$ cat config.mk
export PLATFORM = sky130hd
export DESIGN_NAME = stereo_pan_mix_clip_peak_top
export DESIGN_NICKNAME = d
export VERILOG_FILES = /design/src/design/spm_pkg.sv /design/src/design/spm_mul.sv /design/src/design/spm_div.sv /design/src/design/spm_side.sv /design/src/design/stereo_pan_mix_clip_peak_top.sv
export VERILOG_INCLUDE_DIRS = /design/src /design/src/design
export SDC_FILE = /design/constraint.sdc
export NUM_CORES = 1
export LEC_CHECK = 0
export BUFFER_PORTS_ARGS = -buffer_cell sky130_fd_sc_hd__buf_2
export CORE_ASPECT_RATIO = 1.5
export CORE_MARGIN = 2
export CORE_UTILIZATION = 47
export CTS_CLUSTER_DIAMETER = 40
export DETAILED_ROUTE_END_ITERATION = 10
export HOLD_SLACK_MARGIN = 0.06
export PLACE_DENSITY = 0.74
export SLEW_MARGIN = 10
export SYNTH_ARGS = -nofsm -noshare
export SYNTH_HDL_FRONTEND = slang
export SYNTH_SLANG_ARGS = --single-unit
$ cat constraint.sdc
create_clock -name aclk -period 12.85 [get_ports aclk]
set_input_delay 0.6425 -clock aclk [delete_from_list [all_inputs] [get_ports aclk]]
set_output_delay 0.6425 -clock aclk [all_outputs]
set_load 0.02 [all_outputs]
$ cat src/design/stereo_pan_mix_clip_peak_top_defines.svh
// assertion macros used by the top-level design file
`ifndef STEREO_PAN_MIX_CLIP_PEAK_TOP_DEFINES_SVH
`define STEREO_PAN_MIX_CLIP_PEAK_TOP_DEFINES_SVH

// condition holds in the same cycle
`define SPM_ASSERT_NOW(label, clk, rst_n, ante, cons, msg) \
    label: assert property (@(posedge clk) disable iff (!rst_n) (ante) |-> (cons)) \
        else $error(msg);

// condition holds in the following cycle
`define SPM_ASSERT_NEXT(label, clk, rst_n, ante, cons, msg) \
    label: assert property (@(posedge clk) disable iff (!rst_n) (ante) |=> (cons)) \
        else $error(msg);

`endif

$ cat src/design/spm_pkg.sv
package spm_pkg;

    localparam int SAMPLE_BITS = 24;
    localparam int SUM_BITS    = 40;
    localparam int GAIN_W      = 16;
    localparam int PAN_W       = 17;
    localparam int GAIN_FRAC   = 14;

    // serial multiplier: signed multiplicand, unsigned multiplier
    localparam int MC_W      = SAMPLE_BITS + 1;
    localparam int MR_W      = GAIN_W;
    localparam int PROD_W    = MC_W + MR_W;
    localparam int CONTRIB_W = PROD_W - GAIN_FRAC;

    // divider
    localparam int DIVD_W = 2 * GAIN_W;
    localparam int DEN_W  = PAN_W;

    // step counter counts 0 (load) to GAIN_W
    localparam int CNT_W = $clog2(GAIN_W + 1);

    localparam logic [PAN_W-1:0]  PAN_ONE   = PAN_W'(1 << GAIN_W);
    localparam logic [PAN_W-1:0]  PAN_HALF  = PAN_W'(1 << (GAIN_W - 1));
    localparam logic [GAIN_W-1:0] GAIN_MAX  = {GAIN_W{1'b1}};
    localparam logic [GAIN_W-1:0] MG_RESET  = GAIN_W'(1 << GAIN_FRAC);
    localparam int                ROUND_HALF = 1 << (GAIN_FRAC - 1);

    // stream widths
    localparam int S_TDATA_W = ((SAMPLE_BITS + GAIN_W + PAN_W + 7) / 8) * 8;
    localparam int M_TDATA_W = ((4 * SAMPLE_BITS + 7) / 8) * 8;
    localparam int S_TUSER_W = 2;
    localparam int TUSER_USE_MASTER = 0;
    localparam int TUSER_BUF_START  = 1;

    typedef struct packed {
        logic load;
        logic step;
    } spm_ctl_t;

    typedef struct packed {
        logic peak_clr;
        logic round_en;
        logic acc_en;
        logic close_en;
    } spm_side_ctl_t;

endpackage

$ cat src/design/spm_mul.sv
module spm_mul (
    input  logic                        aclk,
    input  spm_pkg::spm_ctl_t           ctl,
    input  logic [spm_pkg::MC_W-1:0]    mcand,
    input  logic [spm_pkg::MR_W-1:0]    mplier,
    output logic [spm_pkg::PROD_W-1:0]  prod
);
    import spm_pkg::*;

    logic [PROD_W-1:0] prod_reg, prod_next;
    logic [MC_W-1:0]   mcand_reg, mcand_next;
    logic [MC_W:0]     hi_sum;

    // lsb-first shift-add, one multiplier bit per step
    always_comb begin
        hi_sum = {prod_reg[PROD_W-1], prod_reg[PROD_W-1:MR_W]};
        if (prod_reg[0]) begin
            hi_sum = hi_sum + {mcand_reg[MC_W-1], mcand_reg};
        end
        prod_next  = prod_reg;
        mcand_next = mcand_reg;
        if (ctl.load) begin
            prod_next  = {{MC_W{1'b0}}, mplier};
            mcand_next = mcand;
        end else if (ctl.step) begin
            prod_next = {hi_sum, prod_reg[MR_W-1:1]};
        end
    end

    always_ff @(posedge aclk) begin
        prod_reg  <= prod_next;
        mcand_reg <= mcand_next;
    end

    assign prod = prod_reg;

endmodule

$ cat src/design/spm_div.sv
module spm_div (
    input  logic                        aclk,
    input  spm_pkg::spm_ctl_t           ctl,
    input  logic [spm_pkg::DIVD_W-1:0]  dividend,
    input  logic [spm_pkg::DEN_W-1:0]   divisor,
    output logic [spm_pkg::GAIN_W-1:0]  quot
);
    import spm_pkg::*;

    logic [DEN_W-1:0]  rem_reg, rem_next;
    logic [DEN_W-1:0]  den_reg, den_next;
    logic [GAIN_W-1:0] low_reg, low_next;
    logic [DEN_W:0]    trial;
    logic [DEN_W:0]    diff;
    logic              ge;

    // restoring division, one quotient bit per step
    always_comb begin
        trial = {rem_reg, low_reg[GAIN_W-1]};
        diff  = trial - {1'b0, den_reg};
        ge    = trial >= {1'b0, den_reg};
        rem_next = rem_reg;
        den_next = den_reg;
        low_next = low_reg;
        if (ctl.load) begin
            rem_next = {{(DEN_W-GAIN_W){1'b0}}, dividend[DIVD_W-1:GAIN_W]};
            low_next = dividend[GAIN_W-1:0];
            den_next = divisor;
        end else if (ctl.step) begin
            rem_next = ge ? diff[DEN_W-1:0] : trial[DEN_W-1:0];
            low_next = {low_reg[GAIN_W-2:0], ge};
        end
    end

    always_ff @(posedge aclk) begin
        rem_reg <= rem_next;
        den_reg <= den_next;
        low_reg <= low_next;
    end

    assign quot = low_reg;

endmodule

$ cat src/design/spm_side.sv
module spm_side (
    input  logic                             aclk,
    input  logic                             aresetn,
    input  spm_pkg::spm_side_ctl_t           ctl,
    input  logic [spm_pkg::PROD_W-1:0]       prod,
    output logic [spm_pkg::SAMPLE_BITS-1:0]  clip_out,
    output logic [spm_pkg::SAMPLE_BITS-1:0]  peak_out
);
    import spm_pkg::*;

    localparam logic [SUM_BITS-1:0]    SUM_MAX  = {1'b0, {(SUM_BITS-1){1'b1}}};
    localparam logic [SUM_BITS-1:0]    SUM_MIN  = {1'b1, {(SUM_BITS-1){1'b0}}};
    localparam logic [SAMPLE_BITS-1:0] CLIP_MAX = {1'b0, {(SAMPLE_BITS-1){1'b1}}};
    localparam logic [SAMPLE_BITS-1:0] CLIP_MIN = {1'b1, {(SAMPLE_BITS-1){1'b0}}};

    logic [SUM_BITS-1:0]    sum_reg, sum_next;
    logic [SAMPLE_BITS-1:0] peak_reg, peak_next;
    logic [CONTRIB_W-1:0]   contrib_reg;
    logic [PROD_W-1:0]      rnd;
    logic [SUM_BITS:0]      acc;
    logic [SUM_BITS-1:0]    acc_sat;
    logic [SUM_BITS-SAMPLE_BITS:0] hi_bits;
    logic [SAMPLE_BITS-1:0] clip;
    logic [SAMPLE_BITS-1:0] mag;
    logic [SAMPLE_BITS-1:0] peak_new;

    always_comb begin
        // round half up, then drop the gain fraction
        rnd = prod + PROD_W'(ROUND_HALF);

        acc = {sum_reg[SUM_BITS-1], sum_reg}
            + {{(SUM_BITS+1-CONTRIB_W){contrib_reg[CONTRIB_W-1]}}, contrib_reg};
        if (acc[SUM_BITS] != acc[SUM_BITS-1]) begin
            acc_sat = acc[SUM_BITS] ? SUM_MIN : SUM_MAX;
        end else begin
            acc_sat = acc[SUM_BITS-1:0];
        end

        // clip to sample range
        hi_bits = sum_reg[SUM_BITS-1:SAMPLE_BITS-1];
        if ((&hi_bits) || !(|hi_bits)) begin
            clip = sum_reg[SAMPLE_BITS-1:0];
        end else begin
            clip = sum_reg[SUM_BITS-1] ? CLIP_MIN : CLIP_MAX;
        end
        mag      = clip[SAMPLE_BITS-1] ? (~clip + 1'b1) : clip;
        peak_new = (mag > peak_reg) ? mag : peak_reg;

        sum_next  = sum_reg;
        peak_next = peak_reg;
        priority if (ctl.close_en) begin
            sum_next  = '0;
            peak_next = peak_new;
        end else if (ctl.acc_en) begin
            sum_next = acc_sat;
        end else if (ctl.peak_clr) begin
            peak_next = '0;
        end
    end

    always_ff @(posedge aclk) begin
        if (!aresetn) begin
            sum_reg  <= '0;
            peak_reg <= '0;
        end else begin
            sum_reg  <= sum_next;
            peak_reg <= peak_next;
        end
    end

    always_ff @(posedge aclk) begin
        if (ctl.round_en) begin
            contrib_reg <= rnd[PROD_W-1:GAIN_FRAC];
        end
    end

    assign clip_out = clip;
    assign peak_out = peak_new;

endmodule

$ cat src/design/stereo_pan_mix_clip_peak_top.sv
// channel  | direction | handshake             | payload
// s_       | in        | s_tvalid / s_tready   | s_tdata, s_tuser, s_tlast (one source item)
// m_       | out       | m_tvalid / m_tready   | m_tdata (clipped mix and peaks)
// cfg_     | in        | cfg_valid / cfg_ready | cfg_data (master gain)
//
// one item at a time; an item runs the master gain product and rounding (when used), the pan
// law product and division (skipped for pan past full right), the sample products, rounding,
// accumulation and, on a frame's last item, the output step; the serial units take 16 steps
// a frame result waits in the output register while the next item is taken in;
// only a frame end that finds that register still full holds the block
// aresetn is synchronous, active low: sums and peaks zero, master gain unity
module stereo_pan_mix_clip_peak_top (
    input  logic                              aclk,
    input  logic                              aresetn,
    input  logic                              s_tvalid,
    output logic                              s_tready,
    // sample, source_gain, source_pan
    input  logic [spm_pkg::S_TDATA_W-1:0]     s_tdata,
    // use_master, buffer_start
    input  logic [spm_pkg::S_TUSER_W-1:0]     s_tuser,
    // frame_last
    input  logic                              s_tlast,
    output logic                              m_tvalid,
    input  logic                              m_tready,
    // left_out, right_out, peak_left_level, peak_right_level
    output logic [spm_pkg::M_TDATA_W-1:0]     m_tdata,
    input  logic                              cfg_valid,
    output logic                              cfg_ready,
    input  logic [spm_pkg::GAIN_W-1:0]        cfg_data
);
    import spm_pkg::*;
    `include "stereo_pan_mix_clip_peak_top_defines.svh"

    // sequencer states
    localparam logic [3:0] ST_IDLE = 4'd0;  // waiting for a source item
    localparam logic [3:0] ST_MG   = 4'd1;  // gain times master gain
    localparam logic [3:0] ST_MGF  = 4'd2;  // round and saturate the gain
    localparam logic [3:0] ST_PM   = 4'd3;  // gain times pan numerator
    localparam logic [3:0] ST_DV   = 4'd4;  // divide by pan denominator
    localparam logic [3:0] ST_SM   = 4'd5;  // sample times both side gains
    localparam logic [3:0] ST_RND  = 4'd6;  // round the contributions
    localparam logic [3:0] ST_ACC  = 4'd7;  // accumulate into the frame sums
    localparam logic [3:0] ST_OUT  = 4'd8;  // clip, peak update, result out

    localparam logic [CNT_W-1:0] CNT_DONE = CNT_W'(GAIN_W);

    logic [3:0]             state_reg, state_next;
    logic [CNT_W-1:0]       cnt_reg, cnt_next;
    logic [SAMPLE_BITS-1:0] sample_reg;
    logic [GAIN_W-1:0]      gain_reg, gain_next;
    logic [PAN_W-1:0]       pan_reg;
    logic                   last_reg;
    logic [GAIN_W-1:0]      mg_reg;
    logic                   m_tvalid_reg, m_tvalid_next;
    logic [M_TDATA_W-1:0]   m_tdata_reg;

    // input fields
    logic [SAMPLE_BITS-1:0] sample_in;
    logic [GAIN_W-1:0]      gain_in;
    logic [PAN_W-1:0]       pan_in;
    logic                   accept;
    logic                   out_fire;
    logic                   phase_done;

    // pan law
    logic                   pan_over;
    logic                   pan_low;
    logic [PAN_W-1:0]       pan_comp;
    logic [GAIN_W-1:0]      pan_num;
    logic [DEN_W-1:0]       pan_den;
    logic [GAIN_W-1:0]      gain_l;
    logic [GAIN_W-1:0]      gain_r;
    logic [DIVD_W:0]        mg_rnd;
    logic [GAIN_W-1:0]      mg_gain;

    // shared units
    spm_ctl_t               mul_a_ctl, mul_b_ctl, div_ctl;
    spm_side_ctl_t          side_ctl;
    logic [MC_W-1:0]        mcand_a, mcand_b;
    logic [MR_W-1:0]        mplier_a, mplier_b;
    logic [PROD_W-1:0]      prod_a, prod_b;
    logic [GAIN_W-1:0]      quot;
    logic [SAMPLE_BITS-1:0] clip_l, clip_r, peak_l, peak_r;

    assign sample_in = s_tdata[SAMPLE_BITS-1:0];
    assign gain_in   = s_tdata[SAMPLE_BITS +: GAIN_W];
    assign pan_in    = s_tdata[SAMPLE_BITS+GAIN_W +: PAN_W];

    assign s_tready  = (state_reg == ST_IDLE);
    assign accept    = s_tvalid && s_tready;
    assign cfg_ready = 1'b1;
    assign out_fire  = (state_reg == ST_OUT) && (!m_tvalid_reg || m_tready);
    assign phase_done = (cnt_reg == CNT_DONE);

    always_comb begin
        pan_over = pan_reg > PAN_ONE;
        pan_low  = pan_reg < PAN_HALF;
        pan_comp = PAN_ONE - pan_reg;
        // below one half: g*p/(1-p); otherwise g*(1-p)/p
        pan_num  = pan_low ? pan_reg[GAIN_W-1:0] : pan_comp[GAIN_W-1:0];
        pan_den  = pan_low ? pan_comp : pan_reg;
        if (pan_over) begin
            gain_l = '0;
            gain_r = '0;
        end else if (pan_low) begin
            gain_l = gain_reg;
            gain_r = quot;
        end else begin
            gain_l = quot;
            gain_r = gain_reg;
        end

        // master scaling, rounded half up and saturated
        mg_rnd  = {1'b0, prod_a[DIVD_W-1:0]} + (DIVD_W+1)'(ROUND_HALF);
        mg_gain = (|mg_rnd[DIVD_W:GAIN_FRAC+GAIN_W]) ? GAIN_MAX
                                                     : mg_rnd[GAIN_FRAC +: GAIN_W];
    end

    // operand steering into the multiplier lanes
    always_comb begin
        unique case (state_reg)
            ST_MG: begin
                mcand_a  = MC_W'(gain_reg);
                mplier_a = mg_reg;
            end
            ST_PM: begin
                mcand_a  = MC_W'(gain_reg);
                mplier_a = pan_num;
            end
            default: begin
                mcand_a  = {sample_reg[SAMPLE_BITS-1], sample_reg};
                mplier_a = gain_l;
            end
        endcase
        mcand_b  = {sample_reg[SAMPLE_BITS-1], sample_reg};
        mplier_b = gain_r;

        mul_a_ctl.load = ((state_reg == ST_MG) || (state_reg == ST_PM)
                          || (state_reg == ST_SM)) && (cnt_reg == '0);
        mul_a_ctl.step = ((state_reg == ST_MG) || (state_reg == ST_PM)
                          || (state_reg == ST_SM)) && (cnt_reg != '0);
        mul_b_ctl.load = (state_reg == ST_SM) && (cnt_reg == '0);
        mul_b_ctl.step = (state_reg == ST_SM) && (cnt_reg != '0);
        div_ctl.load   = (state_reg == ST_DV) && (cnt_reg == '0);
        div_ctl.step   = (state_reg == ST_DV) && (cnt_reg != '0);

        // peaks restart on buffer start, before this item's frame end
        side_ctl.peak_clr = accept && s_tuser[TUSER_BUF_START];
        side_ctl.round_en = (state_reg == ST_RND);
        side_ctl.acc_en   = (state_reg == ST_ACC);
        side_ctl.close_en = out_fire;
    end

    // sequencer
    always_comb begin
        state_next = state_reg;
        cnt_next   = '0;
        gain_next  = gain_reg;
        unique case (state_reg)
            ST_IDLE: begin
                if (accept) begin
                    gain_next = gain_in;
                    if (s_tuser[TUSER_USE_MASTER]) begin
                        state_next = ST_MG;
                    end else if (pan_in > PAN_ONE) begin
                        state_next = ST_SM;
                    end else begin
                        state_next = ST_PM;
                    end
                end
            end
            ST_MG, ST_PM, ST_DV, ST_SM: begin
                if (phase_done) begin
                    unique case (state_reg)
                        ST_MG:   state_next = ST_MGF;
                        ST_PM:   state_next = ST_DV;
                        ST_DV:   state_next = ST_SM;
                        default: state_next = ST_RND;
                    endcase
                end else begin
                    cnt_next = cnt_reg + 1'b1;
                end
            end
            ST_MGF: begin
                gain_next  = mg_gain;
                state_next = pan_over ? ST_SM : ST_PM;
            end
            ST_RND: begin
                state_next = ST_ACC;
            end
            ST_ACC: begin
                state_next = last_reg ? ST_OUT : ST_IDLE;
            end
            ST_OUT: begin
                if (out_fire) begin
                    state_next = ST_IDLE;
                end
            end
            default: begin
                state_next = ST_IDLE;
            end
        endcase
    end

    // output valid: a new result wins over the transfer of the old one
    always_comb begin
        priority if (out_fire) begin
            m_tvalid_next = 1'b1;
        end else if (m_tready) begin
            m_tvalid_next = 1'b0;
        end else begin
            m_tvalid_next = m_tvalid_reg;
        end
    end

    always_ff @(posedge aclk) begin
        if (!aresetn) begin
            state_reg    <= ST_IDLE;
            cnt_reg      <= '0;
            mg_reg       <= MG_RESET;
            m_tvalid_reg <= 1'b0;
        end else begin
            state_reg    <= state_next;
            cnt_reg      <= cnt_next;
            m_tvalid_reg <= m_tvalid_next;
            if (cfg_valid && cfg_ready) begin
                mg_reg <= cfg_data;
            end
        end
    end

    // item payload; sample, pan and frame flag are held for the whole item
    always_ff @(posedge aclk) begin
        gain_reg <= gain_next;
        if (accept) begin
            sample_reg <= sample_in;
            pan_reg    <= pan_in;
            last_reg   <= s_tlast;
        end
        if (out_fire) begin
            m_tdata_reg <= M_TDATA_W'({peak_r, peak_l, clip_r, clip_l});
        end
    end

    assign m_tvalid = m_tvalid_reg;
    assign m_tdata  = m_tdata_reg;

    // lane a: master gain, pan numerator and left product; lane b: right product
    spm_mul u_mul_a (
        .aclk   (aclk),
        .ctl    (mul_a_ctl),
        .mcand  (mcand_a),
        .mplier (mplier_a),
        .prod   (prod_a)
    );

    spm_mul u_mul_b (
        .aclk   (aclk),
        .ctl    (mul_b_ctl),
        .mcand  (mcand_b),
        .mplier (mplier_b),
        .prod   (prod_b)
    );

    spm_div u_div (
        .aclk     (aclk),
        .ctl      (div_ctl),
        .dividend (prod_a[DIVD_W-1:0]),
        .divisor  (pan_den),
        .quot     (quot)
    );

    spm_side u_side_l (
        .aclk     (aclk),
        .aresetn  (aresetn),
        .ctl      (side_ctl),
        .prod     (prod_a),
        .clip_out (clip_l),
        .peak_out (peak_l)
    );

    spm_side u_side_r (
        .aclk     (aclk),
        .aresetn  (aresetn),
        .ctl      (side_ctl),
        .prod     (prod_b),
        .clip_out (clip_r),
        .peak_out (peak_r)
    );

    // an accepted item always leaves idle
    `SPM_ASSERT_NEXT(a_accept_starts, aclk, aresetn, accept, state_reg != ST_IDLE,
        "item accepted but sequencer stayed idle")
    // rounding only follows the last multiplier step
    `SPM_ASSERT_NOW(a_rnd_after_sm, aclk, aresetn, state_reg == ST_RND,
        $past(state_reg) == ST_SM, "rounding entered without sample products")
    // a result is only produced for a frame's last item
    `SPM_ASSERT_NOW(a_out_on_last, aclk, aresetn, state_reg == ST_OUT, last_reg,
        "frame result for an item that does not end the frame")
    // a result that fires shows as valid next cycle
    `SPM_ASSERT_NEXT(a_fire_valid, aclk, aresetn, out_fire, m_tvalid,
        "frame result lost on the output register")
    // step counter never runs past the last step
    `SPM_ASSERT_NOW(a_cnt_range, aclk, aresetn, 1'b1, cnt_reg <= CNT_DONE,
        "serial step counter out of range")

endmodule

# --- Yosys cells after proc, flatten, opt, wreduce, memory -nomap -nowiden ---
# Index checks and enable logic that the tools add are counted.
word_totals:
  output_inout_bits: 99
  ff_bits: 542
  inputBits: 88
classes:
  n_lt_le_gt_ge: 6
  reduce_logical: 40
  n_mux: 49
  n_eq_ne: 15
  n_bitwise: 4
  add_sub_neg: 12
ops:
  columns: ["operator", "n"]
  rows:
  - ["$mux 24", 12]
  - ["$mux 16", 16]
  - ["$mux 40", 4]
  - ["$add 40x27->41", 2]
  - ["$add 41x14->41 const B", 2]
  - ["$pmux 16 s2", 2]
  - ["$add 25x24->26", 2]
  - ["$mux 25", 2]
  - ["$add 24x1->24 const B", 2]
  - ["$gt 24x24->1", 2]
  - ["$not 24->24", 2]
  - ["$gt 17x17->1 const B", 2]
  - ["$mux 17", 2]
  - ["$reduce_and 17->1", 2]
  - ["$reduce_or 17->1", 2]
  - ["$add 32x14->33 const B", 1]
  - ["$pmux 4 s6", 1]
  - ["$ge 18x17->1", 1]
  - ["$lt 17x16->1 const B", 1]
  - ["$sub 17x17->17", 1]
  - ["$sub 17x17->17 const A", 1]
  - ["$eq 4x3->1 const B", 4]
  - ["$mux 4", 4]
  - ["$reduce_bool 2->1", 6]
  - ["23 further kinds", 50]

# --- Depth between registers and ports, before layout ---
depth:
  ltp_word: 10
  mapped_depth: 24
  depth_no_buf: 20

# --- Hierarchy ---
# From an unflattened synthesis, not the netlist that was laid out.
hier_totals:
  cells_unflattened: 3558
  area_unflattened_um2: 34257.9
modules_own_cells:
  columns: ["module", "instances", "area_per_inst_um2", "cells_each"]
  rows:
  - ["stereo_pan_mix_clip_peak_top", 1, 7860.0, 625]
  - ["spm_side at u_side_r", 1, 7694.9, 917]
  - ["spm_side at u_side_l", 1, 7619.8, 963]
  - ["spm_mul at u_mul_b", 1, 4137.7, 413]
  - ["spm_mul at u_mul_a", 1, 4043.9, 395]
  - ["spm_div", 1, 2901.5, 245]

# --- Least setup slack after synthesis ---
# No wires, ideal clock.
synth_timing:
  path_type: "register to register"
  start: "register state_reg[0]"
  end: "register u_side_l.peak_reg[0]"
  period_less_slack_ns: 7.060
  path_stages_with_launch: 9
  arrival_time_ns: 6.944
  setup_time_ns: 0.117
  setup_slack_ns: 5.790
  cell_sequence: "dfxtp_1 > clkbuf_1 > nor4b_1 > nor2b_1 > nor2_1 > nand2_1 > o21ai_1 > buf_2 > a22o_1"
synth_via:
  elab_chain_len: 5
  elab_cells_between_ends: 10
  classes_between: "3 x eq/ne; 1 x mux; 6 x reduce/logical"
synth_rtl:
  columns: ["item", "line_no", "rtl"]
  rows:
  - ["from (decl)", "stereo_pan_mix_clip_peak_top.sv:47", "logic [3:0] state_reg, state_next;"]
  - ["from (signal assigned)", "stereo_pan_mix_clip_peak_top.sv:223", "state_reg <= state_next;"]
  - ["$logic_not 4->1", "stereo_pan_mix_clip_peak_top.sv:89", "assign s_tready = (state_reg == ST_IDLE);"]
  - ["$logic_and 1x1->1", "stereo_pan_mix_clip_peak_top.sv:90", "assign accept = s_tvalid && s_tready;"]
  - ["$logic_and 1x1->1", "stereo_pan_mix_clip_peak_top.sv:148", "side_ctl.peak_clr = accept && s_tuser[TUSER_BUF_START];"]
  - ["$reduce_bool 2->1 (no source line)", null, null]
  - ["$reduce_and 2->1 (no source line)", null, null]
  - ["to (signal assigned)", "spm_side.sv:67", "peak_reg <= peak_next;"]
  - ["to (decl)", "spm_side.sv:17", "logic [SAMPLE_BITS-1:0] peak_reg, peak_next;"]
# Parallel ways exist; a longest one is shown, timed or not.
# A chain may end at the register's enable or synchronous reset.

# --- Final worst setup path ---
layout_timing:
  start: "register u_side_l.sum_reg[25]"
  end: "register u_side_l.peak_reg[15]"
layout_via:
  elab_chain_len: 10
  elab_cells_between_ends: 11
  classes_between: "1 x add/sub; 1 x order compare; 4 x mux; 1 x bitwise; 4 x reduce/logical"
layout_rtl:
  columns: ["item", "line_no", "rtl"]
  rows:
  - ["from (decl)", "spm_side.sv:16", "logic [SUM_BITS-1:0] sum_reg, sum_next;"]
  - ["from (signal assigned)", "spm_side.sv:66", "sum_reg <= sum_next;"]
  - ["$reduce_or 17->1", "spm_side.sv:41", "if ((&hi_bits) || !(|hi_bits)) begin"]
  - ["$logic_not 1->1", "spm_side.sv:41", null]
  - ["$logic_or 1x1->1 (*)", "spm_side.sv:41", null]
  - ["$mux 24 (*)", "spm_side.sv:41", null]
  - ["named net clip_l[0]", "stereo_pan_mix_clip_peak_top.sv:83", "logic [SAMPLE_BITS-1:0] clip_l, clip_r, peak_l, peak_r;"]
  - ["$not 24->24", "spm_side.sv:46", "mag = clip[SAMPLE_BITS-1] ? (~clip + 1'b1) : clip;"]
  - ["$add 24x1->24", "spm_side.sv:46", null]
  - ["$mux 24 (*)", "spm_side.sv:46", null]
  - ["$gt 24x24->1", "spm_side.sv:47", "peak_new = (mag > peak_reg) ? mag : peak_reg;"]
  - ["$mux 24 (*)", "spm_side.sv:47", null]
  - ["$mux 24 (*)", "spm_side.sv:51", "priority if (ctl.close_en) begin"]
# Mark *: on every way through the listed nets, which the timed path passes. The rest lies on a longest branch.

==> results.md <==
* Clk root buf: clkbuf_16
* Maximum clock path buffer count at 3
* Pleak at between 0.015 and 0.02 uW
* RSZ-0062 raised after global routing: no
* Peak Freq at 158 MHz
* I/O Buffers at ~180
* Worst skew pair latency at about 660 ps
* Required @ worst endpoint at 13430 ps
* GP Congestion at 0.938
* Clock period minus final worst setup slack at ~6300 ps
* Final nets at between 3000 and 4000
* Gate Count Post-Synth at 3436
* Post-Route Setup TNS at 0 ps
* Max-Cap Viols at 0
* DRT Wirelength at roughly 84 mm
* Post-place setup slack at about 6600 ps
* Drt pass-1 iters at 5
* Final non-filler cell total at between 4000 and 5000
* CTS Buf Count at slightly above 70
* ANT nets after route at 0
* #FFs+latches synth at between 500 and 600
* CTS tree: yes
* Post-route cell area at approximately 36000 um^2
* Crit end category: register
* Worst VDD drop at about 350 uV
* Placed cells at 4388
* Post-synthesis cell area at about 32000 um^2
* Hold_buf cts at 0
* Layout cells sized above 1 at between 10% and 20%
* Vias per cell at approximately 5.8
* Clock transition at path regs at 60 ps
* Post-synthesis sequential area ratio at approximately 44%
* Setup ws final at ~6500 ps
* Floorplan core area at 67900 um^2
* Critical path's slowest cell: or4_1
* Met3 usage at 3.73%
* Initial core utilization at between 40 and 50%
* Most frequent cells after synthesis: nand2_1, edfxtp_1, a21oi_1, nor2_1, o21ai_0
* Post-synth EDFFs at ~340
* Worst-path cell chain: nand4_1, or4_1, nand2_1, o21a_1, inv_1, ha_1, a21oi_1, nor2_1, xnor2_1, ha_1, a21o_1, a21o_1, a21o_1, a21o_1, a21oi_1, nor2b_1, o31a_1, o21ai_1, buf_4, a22o_1
* Met1 Track Usage GR at between 20% and 30%
* Slew @ Worst Pin at approximately 1200 ps
* H-Tree Depth at 3
* Post-CTS Setup Bufs at 0
* Final hold vios at 0
* # DRC at 0
* FFs w/ async S/R, synth at 0%
* DP HPWL at just over 60 mm
* Max reg flops at between 90 and 100
* DR WL/cell at 18.6 um
* Arr. time, crit path at slightly below 7000 ps
* Critical Path Start Type: register
* Status: finished, final reports clean
* Global route hottest layer: met2
* Post-route clock period utilization at 49.2%
* Number of global-route vias before repair at ~25000
* Setup-failing EPs final at 0
* Area grow syn2layout at 13.0%
* Pwr/cell area at 225 nW/um^2
* # rows at about 120
* Total grt overflow at 0
* DIE HEIGHT at ~320 um
* Mean Syn Cell Area at between 9 and 10 um^2
* Final Max Slew Viols at 0
* Area share of the largest cell type after synthesis at 31.4%
* Top_reg_cell synth: edfxtp_1
* Largest net degree at the start of global routing at about 90
* Post-synthesis cell type count at 94
* Most common cell in the synthesized netlist: nand2_1
* Tot GR Track Use at a little under a quarter
* Dominant cells by area after synthesis: edfxtp_1, dfxtp_1, ha_1
* GR Util met2 at between 40 and 50%
* First-pass GRT wire length at 133 mm
* Setup Crit Path Kind: register to register
* Die area at just over 70000 um^2
* Crit-path max FO at 28
* Starting DRT DRC Count at between 2000 and 2500
* CP most frequent cell: a21o_1
* Cell taking the most area after synthesis: edfxtp_1
* Vias post-DR at 26200
* Synth warn at 0
* Clock Sinks at around 540
* Synthesized net count at ~3700
* Placed cell areas at approximately 34000 um^2
* Clock skew at approximately 52 ps
* Resized cells post-CTS at 0
* Io pins at roughly 190
* Hold WC Path Type: input port to register
* Worst stage delay on the critical path at between 700 and 800 ps
* Initial antenna violation count at 2
* Chip Width at roughly 220 um
* Worst slew margin at a little over a fifth
power breakdown:
group          leakage [uW]  internal [uW]  total, uW  switching, uW
clock               0.00124           1250       2120            869
combinational       0.00938           1260       3380           2110
sequential          0.00478           2360       2690            329
layout make-up:
class	instances	area [um^2]
Antenna cell	2	5.00
Clock buffer	81	1860
Clock inverter	53	699
Fill cell	6084	31500
Inverter	168	631
Multi-Input combinational cell	2579	16800
Sequential cell	542	14200
Tap cell	892	1120
Timing Repair Buffer	207	1110
cells in the final DEF (no fill, tap or decap), drive strengths merged, types with 9 or more instances in the layout:
cell type / n
a211oi: 18
a21o: 105
a21oi: 309
a221oi: 16
a22o: 48
a31oi: 20
and2: 16
and3: 27
buf: 207
clkbuf: 81
clkinv: 26
dfxtp: 205
edfxtp: 337
ha: 202
inv: 186
mux2: 34
mux2i: 73
nand2: 380
nand2b: 31
nand3: 65
nand4: 46
nor2: 307
nor2b: 35
nor3: 37
nor4: 28
o211ai: 16
o21a: 16
o21ai: 274
o21bai: 13
o22ai: 43
o31ai: 32
or2: 9
or3: 20
xnor2: 143
xor2: 78
worst max-delay path: cells and delay by family, from the launching register on:
| family | cells | cell delay, ps |
|---|---|---|
| buffers and inverters | 2 | 400 |
| XOR/XNOR | 1 | 310 |
| flip-flops | 1 | 410 |
| AND/OR/NAND/NOR | 5 | 1970 |
| adder cells (fa/ha/maj) | 2 | 530 |
| AO/OA/AOI/OAI | 10 | 2630 |
metal layers:
metal  share of wire [%]  vias up
met5               0.015        -
met4                 6.1        2
met3                 5.1      243
met2                  49      825
met1                  40    12400
li1                    -    12800
cell families after synthesis:
kind of cell | share of synthesized area [%]
and+or+nand+nor | 14.6
other | 0.0116
xor gates and xnor gates | 6.00
buffers and inverters | 3.91
adders and majority gates | 8.39
DFF | 44.1
AOI/OAI and AO/OA | 19.6
muxes | 3.45
per-stage QoR:
stage               utilization (%)  total power, uW  hold WS, ps
detailed placement             49.9             6080          454
global route                   53.7             8700          158
CTS                            53.7             8210          146
floorplan                         -             5140          418
global placement               49.9             6010          451
finish                         53.7             8190          175
path summary, 6_finish.rpt:
check	to	cells past startpoint	startpoint	slack (ps)
max	u_side_l.peak_reg[15]$_SDFFE_PN0P_	20	u_side_l.sum_reg[25]$_SDFFE_PP0P_	6520
min	pan_reg[0]$_DFFE_PP_	1	s_tdata[40]	170
max reg2reg	u_side_l.peak_reg[15]$_SDFFE_PN0P_	20	u_side_l.sum_reg[25]$_SDFFE_PP0P_	6520
min reg2reg	cnt_reg[0]$_SDFF_PP0_	1	cnt_reg[0]$_SDFF_PP0_	470
(Power assumes the default switching activity.)
